<file path="config.mk">
export PLATFORM = sky130hd
export DESIGN_NAME = double_click_detector
export DESIGN_NICKNAME = d
export VERILOG_FILES = /design/src/sv/dcd_pkg.sv /design/src/sv/dcd_regs.sv /design/src/sv/dcd_front.sv /design/src/sv/dcd_queue.sv /design/src/sv/dcd_back.sv /design/src/sv/double_click_detector.sv
export SDC_FILE = /design/constraint.sdc
export NUM_CORES = 1
export LEC_CHECK = 0
export ABC_AREA = 1
export BUFFER_PORTS_ARGS = -buffer_cell sky130_fd_sc_hd__buf_4
export CORE_AREA = 4 4 178 249
export CTS_BUF_LIST = sky130_fd_sc_hd__clkbuf_4
export CTS_CLUSTER_DIAMETER = 50
export DETAILED_ROUTE_END_ITERATION = 8
export DIE_AREA = 0 0 182 253
export PLACE_DENSITY_LB_ADDON = 0.3
export SLEW_MARGIN = 10
export SYNTH_ARGS = -nofsm -noshare
export SYNTH_HDL_FRONTEND = slang
export SYNTH_SLANG_ARGS = --single-unit
</file>
<file path="constraint.sdc">
create_clock -name i_clk -period 12.7 [get_ports i_clk]
set_clock_uncertainty 0.15 [all_clocks]
set_input_delay 1.27 -clock i_clk [delete_from_list [all_inputs] [get_ports i_clk]]
set_output_delay 1.27 -clock i_clk [all_outputs]
set_load 0.02 [all_outputs]
</file>
<file path="src/sv/dcd_pkg.sv">
// dcd_pkg: shared types and codes of the double click detector
// no dependencies
package dcd_pkg;

    localparam int REG_ADDR_W = 5;
    localparam int DATA_W     = 32;

    localparam logic [2:0] REG_RADIUS     = 3'd0;
    localparam logic [2:0] REG_INTERVAL   = 3'd1;
    localparam logic [2:0] REG_IGNORE     = 3'd2;
    localparam logic [2:0] REG_X_MIN      = 3'd3;
    localparam logic [2:0] REG_X_MAX      = 3'd4;
    localparam logic [2:0] REG_Y_MIN      = 3'd5;
    localparam logic [2:0] REG_Y_MAX      = 3'd6;

    localparam logic [1:0] ACT_DOWN  = 2'd0;
    localparam logic [1:0] ACT_MOVE  = 2'd1;
    localparam logic [1:0] ACT_UP    = 2'd2;

    localparam logic [1:0] PH_NONE     = 2'd0;
    localparam logic [1:0] PH_MAYBE    = 2'd1;
    localparam logic [1:0] PH_FINISHED = 2'd2;

    localparam logic [2:0] CLS_NOP    = 3'd0;
    localparam logic [2:0] CLS_IGNORE = 3'd1;
    localparam logic [2:0] CLS_CLEAR  = 3'd2;
    localparam logic [2:0] CLS_DOWN   = 3'd3;
    localparam logic [2:0] CLS_MOVEUP = 3'd4;

    typedef struct packed {
        logic [16:0]        radius;
        logic [31:0]        interval_limit;
        logic               ignore_mode;
        logic signed [15:0] region_x_min;
        logic signed [15:0] region_x_max;
        logic signed [15:0] region_y_min;
        logic signed [15:0] region_y_max;
    } t_cfg;

    typedef struct packed {
        logic [2:0]         cls;
        logic signed [15:0] pos_x;
        logic signed [15:0] pos_y;
        logic [31:0]        event_time;
    } t_entry;

endpackage

</file>
<file path="src/sv/dcd_regs.sv">
// dcd_regs: apb configuration registers of the double click detector
// depends on dcd_pkg
module dcd_regs import dcd_pkg::*; (
    input  logic                  i_clk,
    input  logic                  i_rst_n,
    input  logic                  psel,
    input  logic                  penable,
    input  logic                  pwrite,
    input  logic [REG_ADDR_W-1:0] paddr,
    input  logic [DATA_W-1:0]     pwdata,
    output logic [DATA_W-1:0]     prdata,
    output logic                  pready,
    output t_cfg                  o_cfg
);

    t_cfg       r_cfg;
    logic [2:0] idx;
    logic       wr_en;

    assign idx    = paddr[4:2];
    assign wr_en  = psel && penable && pwrite;
    assign pready = 1'b1;
    assign o_cfg  = r_cfg;

    always_ff @(posedge i_clk) begin
        if (!i_rst_n) begin
            r_cfg.radius         <= 17'd30;
            r_cfg.interval_limit <= 32'd300;
            r_cfg.ignore_mode    <= 1'b0;
            r_cfg.region_x_min   <= 16'sh8000;
            r_cfg.region_x_max   <= 16'sh7fff;
            r_cfg.region_y_min   <= 16'sh8000;
            r_cfg.region_y_max   <= 16'sh7fff;
        end else if (wr_en) begin
            case (idx)
                REG_RADIUS:   r_cfg.radius         <= pwdata[16:0];
                REG_INTERVAL: r_cfg.interval_limit <= pwdata;
                REG_IGNORE:   r_cfg.ignore_mode    <= pwdata[0];
                REG_X_MIN:    r_cfg.region_x_min   <= pwdata[15:0];
                REG_X_MAX:    r_cfg.region_x_max   <= pwdata[15:0];
                REG_Y_MIN:    r_cfg.region_y_min   <= pwdata[15:0];
                REG_Y_MAX:    r_cfg.region_y_max   <= pwdata[15:0];
                default: ;
            endcase
        end
    end

    always_comb begin
        case (idx)
            REG_RADIUS:   prdata = {15'd0, r_cfg.radius};
            REG_INTERVAL: prdata = r_cfg.interval_limit;
            REG_IGNORE:   prdata = {31'd0, r_cfg.ignore_mode};
            REG_X_MIN:    prdata = {{16{r_cfg.region_x_min[15]}}, r_cfg.region_x_min};
            REG_X_MAX:    prdata = {{16{r_cfg.region_x_max[15]}}, r_cfg.region_x_max};
            REG_Y_MIN:    prdata = {{16{r_cfg.region_y_min[15]}}, r_cfg.region_y_min};
            REG_Y_MAX:    prdata = {{16{r_cfg.region_y_max[15]}}, r_cfg.region_y_max};
            default:      prdata = '0;
        endcase
    end

endmodule

</file>
<file path="src/sv/dcd_front.sv">
// dcd_front: classifies each incoming touch event for the back end
// depends on dcd_pkg
module dcd_front import dcd_pkg::*; (
    input  t_cfg               i_cfg,
    input  logic [1:0]         i_action,
    input  logic [3:0]         i_touch_count,
    input  logic signed [15:0] i_pos_x,
    input  logic signed [15:0] i_pos_y,
    input  logic [31:0]        i_event_time,
    output t_entry             o_entry
);

    logic out_region;

    assign out_region = (i_pos_x < i_cfg.region_x_min) || (i_pos_x > i_cfg.region_x_max) ||
                        (i_pos_y < i_cfg.region_y_min) || (i_pos_y > i_cfg.region_y_max);

    always_comb begin
        o_entry.pos_x      = i_pos_x;
        o_entry.pos_y      = i_pos_y;
        o_entry.event_time = i_event_time;
        if (i_cfg.ignore_mode) begin
            o_entry.cls = CLS_IGNORE;
        end else if (i_touch_count != 4'd1 || out_region) begin
            o_entry.cls = CLS_CLEAR;
        end else if (i_action == ACT_DOWN) begin
            o_entry.cls = CLS_DOWN;
        end else if (i_action inside {ACT_MOVE, ACT_UP}) begin
            o_entry.cls = CLS_MOVEUP;
        end else begin
            o_entry.cls = CLS_NOP;
        end
    end

endmodule

</file>
<file path="src/sv/dcd_queue.sv">
// dcd_queue: two-entry queue between front and back ends
// depends on dcd_pkg
module dcd_queue import dcd_pkg::*; (
    input  logic   i_clk,
    input  logic   i_rst_n,
    input  logic   i_push,
    input  t_entry i_data,
    input  logic   i_pop,
    output t_entry o_data,
    output logic   o_full,
    output logic   o_empty
);

    t_entry     r_mem [2];
    logic       r_wptr;
    logic       r_rptr;
    logic [1:0] r_count;

    assign o_full  = (r_count == 2'd2);
    assign o_empty = (r_count == 2'd0);
    assign o_data  = r_mem[r_rptr];

    always_ff @(posedge i_clk) begin
        if (i_push) begin
            r_mem[r_wptr] <= i_data;
        end
    end

    always_ff @(posedge i_clk) begin
        if (!i_rst_n) begin
            r_wptr  <= 1'b0;
            r_rptr  <= 1'b0;
            r_count <= 2'd0;
        end else begin
            if (i_push) begin
                r_wptr <= ~r_wptr;
            end
            if (i_pop) begin
                r_rptr <= ~r_rptr;
            end
            if (i_push && !i_pop) begin
                r_count <= r_count + 2'd1;
            end else if (!i_push && i_pop) begin
                r_count <= r_count - 2'd1;
            end
        end
    end

endmodule

</file>
<file path="src/sv/dcd_back.sv">
// dcd_back: tap state, distance and time checks, registered result
// depends on dcd_pkg
module dcd_back import dcd_pkg::*; (
    input  logic               i_clk,
    input  logic               i_rst_n,
    input  t_cfg               i_cfg,
    input  t_entry             i_entry,
    input  logic               i_avail,
    output logic               o_pop,
    output logic               o_out_valid,
    input  logic               i_out_ready,
    output logic               o_trigger,
    output logic [1:0]         o_phase_now,
    output logic signed [15:0] o_tap1_x,
    output logic signed [15:0] o_tap1_y,
    output logic signed [15:0] o_tap2_x,
    output logic signed [15:0] o_tap2_y
);

    logic [1:0]         r_phase, n_phase;
    logic [15:0]        r_first_x, n_first_x;
    logic [15:0]        r_first_y, n_first_y;
    logic [31:0]        r_first_time, n_first_time;
    logic [15:0]        r_second_x, n_second_x;
    logic [15:0]        r_second_y, n_second_y;
    logic               r_out_valid;
    logic               r_trigger, n_trigger;

    logic [16:0] dx;
    logic [16:0] dy;
    logic [15:0] adx;
    logic [15:0] ady;
    logic [16:0] manhattan;
    logic [31:0] elapsed;
    logic        far;
    logic        maybe;

    assign o_pop       = i_avail && (!r_out_valid || i_out_ready);
    assign o_out_valid = r_out_valid;

    assign dx        = {r_first_x[15], r_first_x} - {i_entry.pos_x[15], i_entry.pos_x};
    assign dy        = {r_first_y[15], r_first_y} - {i_entry.pos_y[15], i_entry.pos_y};
    assign adx       = dx[16] ? 16'(-dx) : dx[15:0];
    assign ady       = dy[16] ? 16'(-dy) : dy[15:0];
    assign manhattan = {1'b0, adx} + {1'b0, ady};
    assign elapsed   = i_entry.event_time - r_first_time;
    assign far       = (manhattan > i_cfg.radius) || (elapsed > i_cfg.interval_limit);
    assign maybe     = (r_phase == PH_MAYBE);

    always_comb begin
        n_phase      = r_phase;
        n_first_x    = r_first_x;
        n_first_y    = r_first_y;
        n_first_time = r_first_time;
        n_second_x   = r_second_x;
        n_second_y   = r_second_y;
        n_trigger    = 1'b0;
        case (i_entry.cls)
            CLS_IGNORE, CLS_CLEAR, CLS_MOVEUP: begin
                if (i_entry.cls == CLS_CLEAR || (maybe && i_entry.cls == CLS_IGNORE) ||
                    (maybe && far && i_entry.cls == CLS_MOVEUP)) begin
                    n_phase      = PH_NONE;
                    n_first_x    = '0;
                    n_first_y    = '0;
                    n_first_time = '0;
                    n_second_x   = '0;
                    n_second_y   = '0;
                end
            end
            CLS_DOWN: begin
                if (maybe && !far) begin
                    n_second_x = i_entry.pos_x;
                    n_second_y = i_entry.pos_y;
                    n_phase    = PH_FINISHED;
                    n_trigger  = 1'b1;
                end else begin
                    n_first_x    = i_entry.pos_x;
                    n_first_y    = i_entry.pos_y;
                    n_first_time = i_entry.event_time;
                    n_phase      = PH_MAYBE;
                end
            end
            default: ;
        endcase
    end

    always_ff @(posedge i_clk) begin
        if (!i_rst_n) begin
            r_phase      <= PH_NONE;
            r_first_x    <= '0;
            r_first_y    <= '0;
            r_first_time <= '0;
            r_second_x   <= '0;
            r_second_y   <= '0;
            r_out_valid  <= 1'b0;
            r_trigger    <= 1'b0;
        end else begin
            if (o_pop) begin
                r_phase      <= n_phase;
                r_first_x    <= n_first_x;
                r_first_y    <= n_first_y;
                r_first_time <= n_first_time;
                r_second_x   <= n_second_x;
                r_second_y   <= n_second_y;
                r_trigger    <= n_trigger;
                r_out_valid  <= 1'b1;
            end else if (i_out_ready) begin
                r_out_valid  <= 1'b0;
            end
        end
    end

    assign o_trigger   = r_trigger;
    assign o_phase_now = r_phase;
    assign o_tap1_x    = r_first_x;
    assign o_tap1_y    = r_first_y;
    assign o_tap2_x    = r_second_x;
    assign o_tap2_y    = r_second_y;

endmodule

</file>
<file path="src/sv/double_click_detector.sv">
// double_click_detector: top level of the touch double click recognizer
// depends on dcd_pkg, dcd_regs, dcd_front, dcd_queue, dcd_back
//
// input channel: one touch event per transaction (i_in_valid / o_in_ready)
// output channel: one result per event (o_out_valid / i_out_ready), carrying
// the trigger flag, phase after the event and the held tap coordinates
// config: apb write in setup and access cycles, pready tied high, reads
// return the register value; write only while no event is in flight
// the front end classifies an event in the accept cycle and pushes it into
// a two-entry queue; the back end pops one entry a cycle when the output
// register is free or being taken, updates the tap state and loads that register
// path: the queue registers an accepted event, the back end pops it and
// loads the result into the output register, where it waits for i_out_ready
// throughput: one event per cycle while the output register drains, set by
// the state update in the back end
// stall: while the receiver holds i_out_ready low the result stays put and
// the queue absorbs up to two more events before o_in_ready drops
// reset: synchronous active low, clears phase and taps, empties the queue
// and loads the register defaults
module double_click_detector import dcd_pkg::*; (
    input  logic                  i_clk,
    input  logic                  i_rst_n,
    input  logic                  psel,
    input  logic                  penable,
    input  logic                  pwrite,
    input  logic [REG_ADDR_W-1:0] paddr,
    input  logic [DATA_W-1:0]     pwdata,
    output logic [DATA_W-1:0]     prdata,
    output logic                  pready,
    input  logic                  i_in_valid,
    output logic                  o_in_ready,
    input  logic [1:0]            i_action,
    input  logic [3:0]            i_touch_count,
    input  logic signed [15:0]    i_pos_x,
    input  logic signed [15:0]    i_pos_y,
    input  logic [31:0]           i_event_time,
    output logic                  o_out_valid,
    input  logic                  i_out_ready,
    output logic                  o_trigger,
    output logic [1:0]            o_phase_now,
    output logic signed [15:0]    o_tap1_x,
    output logic signed [15:0]    o_tap1_y,
    output logic signed [15:0]    o_tap2_x,
    output logic signed [15:0]    o_tap2_y
);

    t_cfg   cfg;
    t_entry front_entry;
    t_entry queue_entry;
    logic   q_full;
    logic   q_empty;
    logic   q_push;
    logic   q_pop;

    assign o_in_ready = !q_full;
    assign q_push     = i_in_valid && !q_full;

    dcd_regs u_regs (
        .i_clk   (i_clk),
        .i_rst_n (i_rst_n),
        .psel    (psel),
        .penable (penable),
        .pwrite  (pwrite),
        .paddr   (paddr),
        .pwdata  (pwdata),
        .prdata  (prdata),
        .pready  (pready),
        .o_cfg   (cfg)
    );

    dcd_front u_front (
        .i_cfg         (cfg),
        .i_action      (i_action),
        .i_touch_count (i_touch_count),
        .i_pos_x       (i_pos_x),
        .i_pos_y       (i_pos_y),
        .i_event_time  (i_event_time),
        .o_entry       (front_entry)
    );

    dcd_queue u_queue (
        .i_clk   (i_clk),
        .i_rst_n (i_rst_n),
        .i_push  (q_push),
        .i_data  (front_entry),
        .i_pop   (q_pop),
        .o_data  (queue_entry),
        .o_full  (q_full),
        .o_empty (q_empty)
    );

    dcd_back u_back (
        .i_clk       (i_clk),
        .i_rst_n     (i_rst_n),
        .i_cfg       (cfg),
        .i_entry     (queue_entry),
        .i_avail     (!q_empty),
        .o_pop       (q_pop),
        .o_out_valid (o_out_valid),
        .i_out_ready (i_out_ready),
        .o_trigger   (o_trigger),
        .o_phase_now (o_phase_now),
        .o_tap1_x    (o_tap1_x),
        .o_tap1_y    (o_tap1_y),
        .o_tap2_x    (o_tap2_x),
        .o_tap2_y    (o_tap2_y)
    );

endmodule

</file>
==> summary.txt, run 1 <==
status -> finished, final reports clean
die area -> 46000 sq um
syn_area_per_cell -> 7.87 sq um
largest family of logic cells by synthesized area -> simple AND/OR/NAND/NOR gates
Max stage delay on crit path -> 740 ps
Final #Nets -> 3284
fin crit period -> 8370 ps
utilization after layout -> 0.590
Synth Area in Compound Gates -> 0.144
period utilisation layout -> 0.659
syn_nets -> 3061
core footprint -> 42000 sq um
Routed Antenna Nets -> 0
Vias/cell -> 5.48
async set or reset register ratio after synthesis -> 0
pin count of the biggest net entering global routing -> 74
Die X-Extent -> 182 um
Row Count -> 89
adder-cell share of the synthesized area -> 0.116
CP max FO -> 38
die height -> 253 um
Reg clk slew, reported paths -> 60 ps
xor/xnor cell area share of the yosys netlist -> 0.0354
Worst Path Required -> 13230 ps
total gr overflow -> 0
Post-route DRC -> 0
Post-synth EDFFs -> 134
clock root cell -> clkbuf_4
Tot GR Track Use -> 0.274
GP Congestion -> 0.969
met3 Use GR -> 0.0424
setup_tns -> 0 ps
post-synthesis mux area share -> 0.0322
first-pass GRT wire length -> 100 mm
met1 usage -> 0.287
Rel. slew slack -> 0.283
busiest grt layer -> met2
sequential cell area fraction in the yosys report -> 0.389
Initial Util -> 0.515
simple-gate share of the synthesized area -> 0.189
top achievable clock speed -> 119 MHz
critical path launch point type -> register
vias in the first global route -> 19.5k
CP arrival -> 8900 ps
post-cts sizing count -> 0
number of max-cap violations -> 0
clock buffer depth -> 3
RSZ-0062 raised after global routing -> false
CTS Buf Count -> 86
final-layout fill cell count -> 3830
WL per Instance -> 18.1 um
most common cell after layout, fill and taps aside -> nand2_1
CTS tree -> built
gate count of the mapped netlist -> 2749
type of the worst min-delay path -> register to register
Initial DRC Count -> 1129
Port Buffers -> 212
cts hold-fix bufs -> 0
DP HPWL -> 50.0 mm
dominant synthesized flop cell -> dfxtp_1
Detailed Route WL -> 65.1 mm
dpl cell area -> 23700 sq um
DR pass1 iterations -> 6
synth warn -> 0
Crit path top cell by count -> nand2_1
mapped cell area -> 21600 sq um
WS Path Type -> register to register
cell area after layout -> 24800 sq um
io pins -> 216
Vias -> 19.6k
Crit-path slowest cell -> dfxtp_4
clk_lat worst skew -> 810 ps
met2 usage -> 0.511
Synth Register Bits -> 353
Synth-to-Final Area Change -> 14.4%
H-tree depth -> 3
total setup buffers inserted after CTS -> 0
most frequent cells in the layout -> nand2_1 (474), inv_1 (426), a21oi_1 (273)
layout cell share with drive strength beyond 1 -> 0.146
max-slew violations -> 0
clock sink count -> 353
Tightest Pin Transition -> 1070 ps
initial antenna violation count -> 3
final setup fails -> 0
unique cell type count in the Yosys netlist -> 60
Crit. End Element -> register
final hold vios -> 0
-- layer usage --
layer	vias up	routed length (um)	share of wire
met5	-	0	0
met4	0	3960	0.061
met3	193	3300	0.051
met2	630	33900	0.52
met1	9132	23900	0.37
li1	9676	-	-
-- state kept, by name, indices dropped and copies added, names as in the netlist, 2 cells and up, named ones only --
signal,flops
u_queue.r_mem,134
u_regs.o_cfg,114
u_back.r_first_time,32
u_back.o_tap1_x,16
u_back.o_tap1_y,16
u_back.o_tap2_x,16
u_back.o_tap2_y,16
u_back.o_phase_now,2
u_queue.r_count,2
-- critical path, delay by kind of cell, from the launching register on --
kind / cells / cell delay [ps]
AO/OA/AOI/OAI: 8 / 1670
XOR/XNOR: 1 / 220
adder cells (fa/ha/maj): 4 / 1390
buffers and inverters: 4 / 800
flip-flops: 1 / 740
multiplexers: 1 / 450
AND/OR/NAND/NOR: 18 / 2810
-- stage by stage --
stage                     std cells  hold WS [ps]  worst slack, ps
after global routing           3584           330             3570
final                          3585           296             4330
after global placement         3430           273             4610
after floorplan                2749           276             6690
after CTS                      3581           298             4380
after detailed placement       3430           288             4420
-- worst paths after layout --
kind	start	endpoint	slack (ps)	depth (start not counted)
worst max register to register	register	u_back.o_tap1_x[14]$_SDFFE_PN0P_	4330	36
worst min-delay path	u_queue.r_rptr$_SDFFE_PN0P_	register	300	1
worst max-delay path	register	u_back.o_tap1_x[14]$_SDFFE_PN0P_	4330	36
worst min register to register	u_queue.r_rptr$_SDFFE_PN0P_	register	300	1
-- cells in the mapped netlist (all sizes together) (7+ instances only) --
cell type | number | area [sq um]
nor4 | 7 | 43.8
mux2 | 33 | 372
or2 | 11 | 68.8
a221oi | 20 | 175
buf | 36 | 191
o211ai | 8 | 65.1
o21ai | 188 | 945
dfxtp | 219 | 4380
a21oi | 278 | 1410
a21o | 7 | 52.6
nand2 | 479 | 1810
xor2 | 55 | 497
nand3 | 132 | 691
o22ai | 15 | 93.8
ha | 194 | 2430
xnor2 | 29 | 269
o21a | 8 | 60.1
nor2 | 241 | 920
a21boi | 7 | 60.1
edfxtp | 134 | 4020
clkbuf | 57 | 214
nand3b | 10 | 75.1
nand4 | 54 | 338
o221ai | 18 | 158
mux2i | 32 | 324
nor3 | 20 | 110
inv | 435 | 1640
-- final cells by class --
cell class	instances	area, sq um	share of cell area
clock inverter	29	180	0.00728
sequential	353	8410	0.340
timing repair buffer	228	1710	0.0691
antenna	4	10.0	0.000404
multi-input combinational	1868	11200	0.453
inverter	435	1640	0.0660
tap	546	683	0.0276
clock buffer	122	916	0.0370
-- kinds of logic after synthesis --
group | count (synthesis)
AND/OR/NAND/NOR | 958
AO/OA/AOI/OAI | 562
buffers and inverters | 528
flip-flops | 353
adder cells (fa/ha/maj) | 198
XOR/XNOR | 84
multiplexers | 65
other | 1
Power of run 1 is left out: the tool's default activity adds up to more than one toggle a clock period on the data nets, which glitch-free logic cannot reach.
==> run 2: changes to the inputs <==
Settings changed: ABC_AREA 1 to 0, CORE_AREA 4 4 178 249 to 4 4 174 244, DIE_AREA 0 0 182 253 to 0 0 178 248.
Clock period 12.7 ns to 8.15 ns, I/O delays scaled along.
==> summary.txt, run 2 <==
Worst Path Required -> 8600 ps (-4630 ps)
Crit-path slowest cell -> dfxtp_4
utilization after layout -> 0.605 (+0.0152)
clk_lat worst skew -> 790 ps (-20 ps)
Vias/cell -> 5.68 (+3.7%)
Vias -> 17.7k (-9.7%)
final-layout fill cell count -> 3469 (-9.4%)
status -> finished, final reports clean
Initial Util -> 0.516 (about the same)
pre-CTS setup slack -> 283 ps (-4140 ps)
vias in the first global route -> 17.7k (-9.1%)
Area contributors post-synth -> dfxtp_1 (21%), edfxtp_1 (19%), ha_1 (12%)
Synth Register Bits -> 353 (unchanged)
CTS Buf Count -> 86 (unchanged)
DP HPWL -> 45.1 mm (-9.8%)
gate count of the mapped netlist -> 2259 (-18%)
most common library cells after synthesis -> nand2_1 (325), dfxtp_1 (219), inv_1 (219), ha_1 (194), a21oi_1 (160)
DR pass1 iterations -> 5 (-1)
max-slew violations -> 0 (unchanged)
async set or reset register ratio after synthesis -> 0 (unchanged)
CP arrival -> 8050 ps (-850 ps)
dpl cell area -> 22900 sq um (-3.1%)
period utilisation layout -> 0.933 (+0.274)
setup_tns -> 0 ps (unchanged)
first-pass GRT wire length -> 91.7 mm (-8.6%)
type of the worst min-delay path -> input port to register
Port Buffers -> 212 (unchanged)
Die X-Extent -> 178 um (-2.2%)
clock sink count -> 353 (unchanged)
Lkg Pwr -> 10.1 nW
Synth-to-Final Area Change -> 17.3%
unique cell type count in the Yosys netlist -> 74 (+23%)
clock buffer depth -> 3 (unchanged)
Crit. End Element -> register
syn_area_per_cell -> 9.17 sq um (+17%)
Rel. slew slack -> 0.214 (-0.0697)
power density over the cells -> 356 nW/um^2
Non-Filler Instances -> 3121 (-13%)
GP Congestion -> 0.956 (-1.4%)
most common cell after layout, fill and taps aside -> nand2_1
Post-route DRC -> 0 (unchanged)
H-tree depth -> 3 (unchanged)
fin crit period -> 7600 ps (-770 ps)
syn_nets -> 2571 (-16%)
final hold vios -> 0 (unchanged)
Biggest register -> u_queue.r_mem
Setup WS post-layout -> 546 ps (-3780 ps)
Yosys top cell by area -> dfxtp_1
Initial DRC Count -> 1103 (-2.3%)
WL per Instance -> 19.1 um (+5.0%)
pin count of the biggest net entering global routing -> 87 (+18%)
dominant synthesized flop cell -> dfxtp_1
layout cell share with drive strength beyond 1 -> 0.169 (+0.0223)
total gr overflow -> 0 (unchanged)
Max IR drop VDD -> 247 uV
Max stage delay on crit path -> 470 ps (-270 ps)
initial antenna violation count -> 1 (-2)
post-synth top area share -> 0.212 (+0.00901)
Routed Antenna Nets -> 0 (unchanged)
synth warn -> 0 (unchanged)
cell with the most instances after synthesis -> nand2_1
Post-synth EDFFs -> 134 (unchanged)
sequential cell area fraction in the yosys report -> 0.406 (+0.0173)
WP buf/inv -> 4 (unchanged)
mapped cell area -> 20700 sq um (-4.3%)
Sequential cell area -> 8410 sq um (unchanged)
critical path launch point type -> register
die height -> 248 um (-2.0%)
Detailed Route WL -> 59.5 mm (-8.5%)
number of max-cap violations -> 0 (unchanged)
Tightest Pin Transition -> 1180 ps (+106 ps)
Reg clk slew, reported paths -> 70 ps (about the same)
clock root cell -> clkbuf_4
Tot GR Track Use -> 0.266 (-0.00814)
die area -> 44100 sq um (-4.1%)
final setup fails -> 0 (unchanged)
WS Path Type -> register to register
total chip power -> 8.66 mW
Top delay family on crit path -> compound AO/OA/AOI/OAI gates
area of the multi-input gates -> 11200 sq um (-0.16%)
io pins -> 216 (unchanged)
CP max FO -> 32 (-16%)
max FFs per register -> 134 (unchanged)
Post-Place Cells -> 2937 (-14%)
core footprint -> 40200 sq um (-4.3%)
most frequent cells in the layout -> nand2_1 (325), buf_4 (244), inv_1 (219)
Crit path top cell by count -> o211ai_1
Row Count -> 87 (-2.2%)
Final #Nets -> 2828 (-14%)
Hold WS -> 67.6 ps (-228 ps)
CTS tree -> built
top achievable clock speed -> 132 MHz (+10%)
cell area after layout -> 24300 sq um (-1.8%)
## run 2: cell count changes in the layout (fill, tap and decap cells not counted), sizes merged, moves of 29 or more
cell | previous run | this run
o21ai | 188 | 62
xnor2 | 29 | 60
nand4 | 54 | 24
a21oi | 278 | 161
o32ai | 0 | 34
nand2 | 479 | 325
nor2 | 241 | 127
mux2i | 32 | 103
o211ai | 8 | 48
nand3 | 132 | 22
a21o | 7 | 77
xor2 | 55 | 26
inv | 435 | 222
## run 2: logic make-up after synthesis
group                      count (synthesis)  synth area share
muxes                                    118            0.0628
buffers and inverters                    317            0.0577
DFF                                      353             0.406
other                                      1          0.000181
and+or+nand+nor                          625             0.135
adders and majority gates                198             0.121
xor gates and xnor gates                  87            0.0375
AOI/OAI and AO/OA                        560             0.180
## run 2: final cells by class
| class | instances | share of cell area |
|---|---|---|
| inverter | 220 | 0.0341 |
| sequential | 353 | 0.346 |
| clock buffer | 127 | 0.0392 |
| timing repair buffer | 266 | 0.0861 |
| antenna | 1 | 0.000103 |
| multi-input combinational | 1589 | 0.461 |
| clock inverter | 31 | 0.00618 |
| tap | 534 | 0.0275 |
## run 2: power by group
| part | internal [mW] | total [mW] | switching, mW |
|---|---|---|---|
| clock network | 0.749 | 1.47 | 0.721 |
| registers | 2.01 | 2.09 | 0.0717 |
| logic | 2.22 | 5.11 | 2.89 |
| total | 4.98 | 8.66 | 3.68 |
## run 2: worst paths after layout
check | startpoint | to | slack [ps] | cells after the start
setup / recovery | register | u_back.r_first_time[5]$_SDFFE_PN0P_ | 550 | 34
hold / removal | i_event_time[19] | u_queue.r_mem[0][19]$_DFFE_PP_ | 70 | 1
setup reg to reg | register | u_back.r_first_time[5]$_SDFFE_PN0P_ | 550 | 34
hold reg to reg | u_back.o_tap2_x[9]$_SDFFE_PN0P_ | u_back.o_tap2_x[9]$_SDFFE_PN0P_ | 310 | 2
## run 2: timing repair
| item | in CTS | in global routing |
|---|---|---|
| hold buffers | 17 | 0 |
| resized for setup | 0 | 8 |
| hold endpoints to repair | 33 | 0 |
| endpoints found under the setup margin | 0 | 96 |
| setup buffers | 0 | 8 |
## run 2: metal layers
metal,global-route usage,wire [um],vias to the layer above
met5,0,0,-
met4,0.182,4110,0
met3,0.0419,3290,178
met2,0.483,30400,625
met1,0.280,21700,8292
li1,-,-,8635
Note: power is estimated with default switching activity, not from simulation.
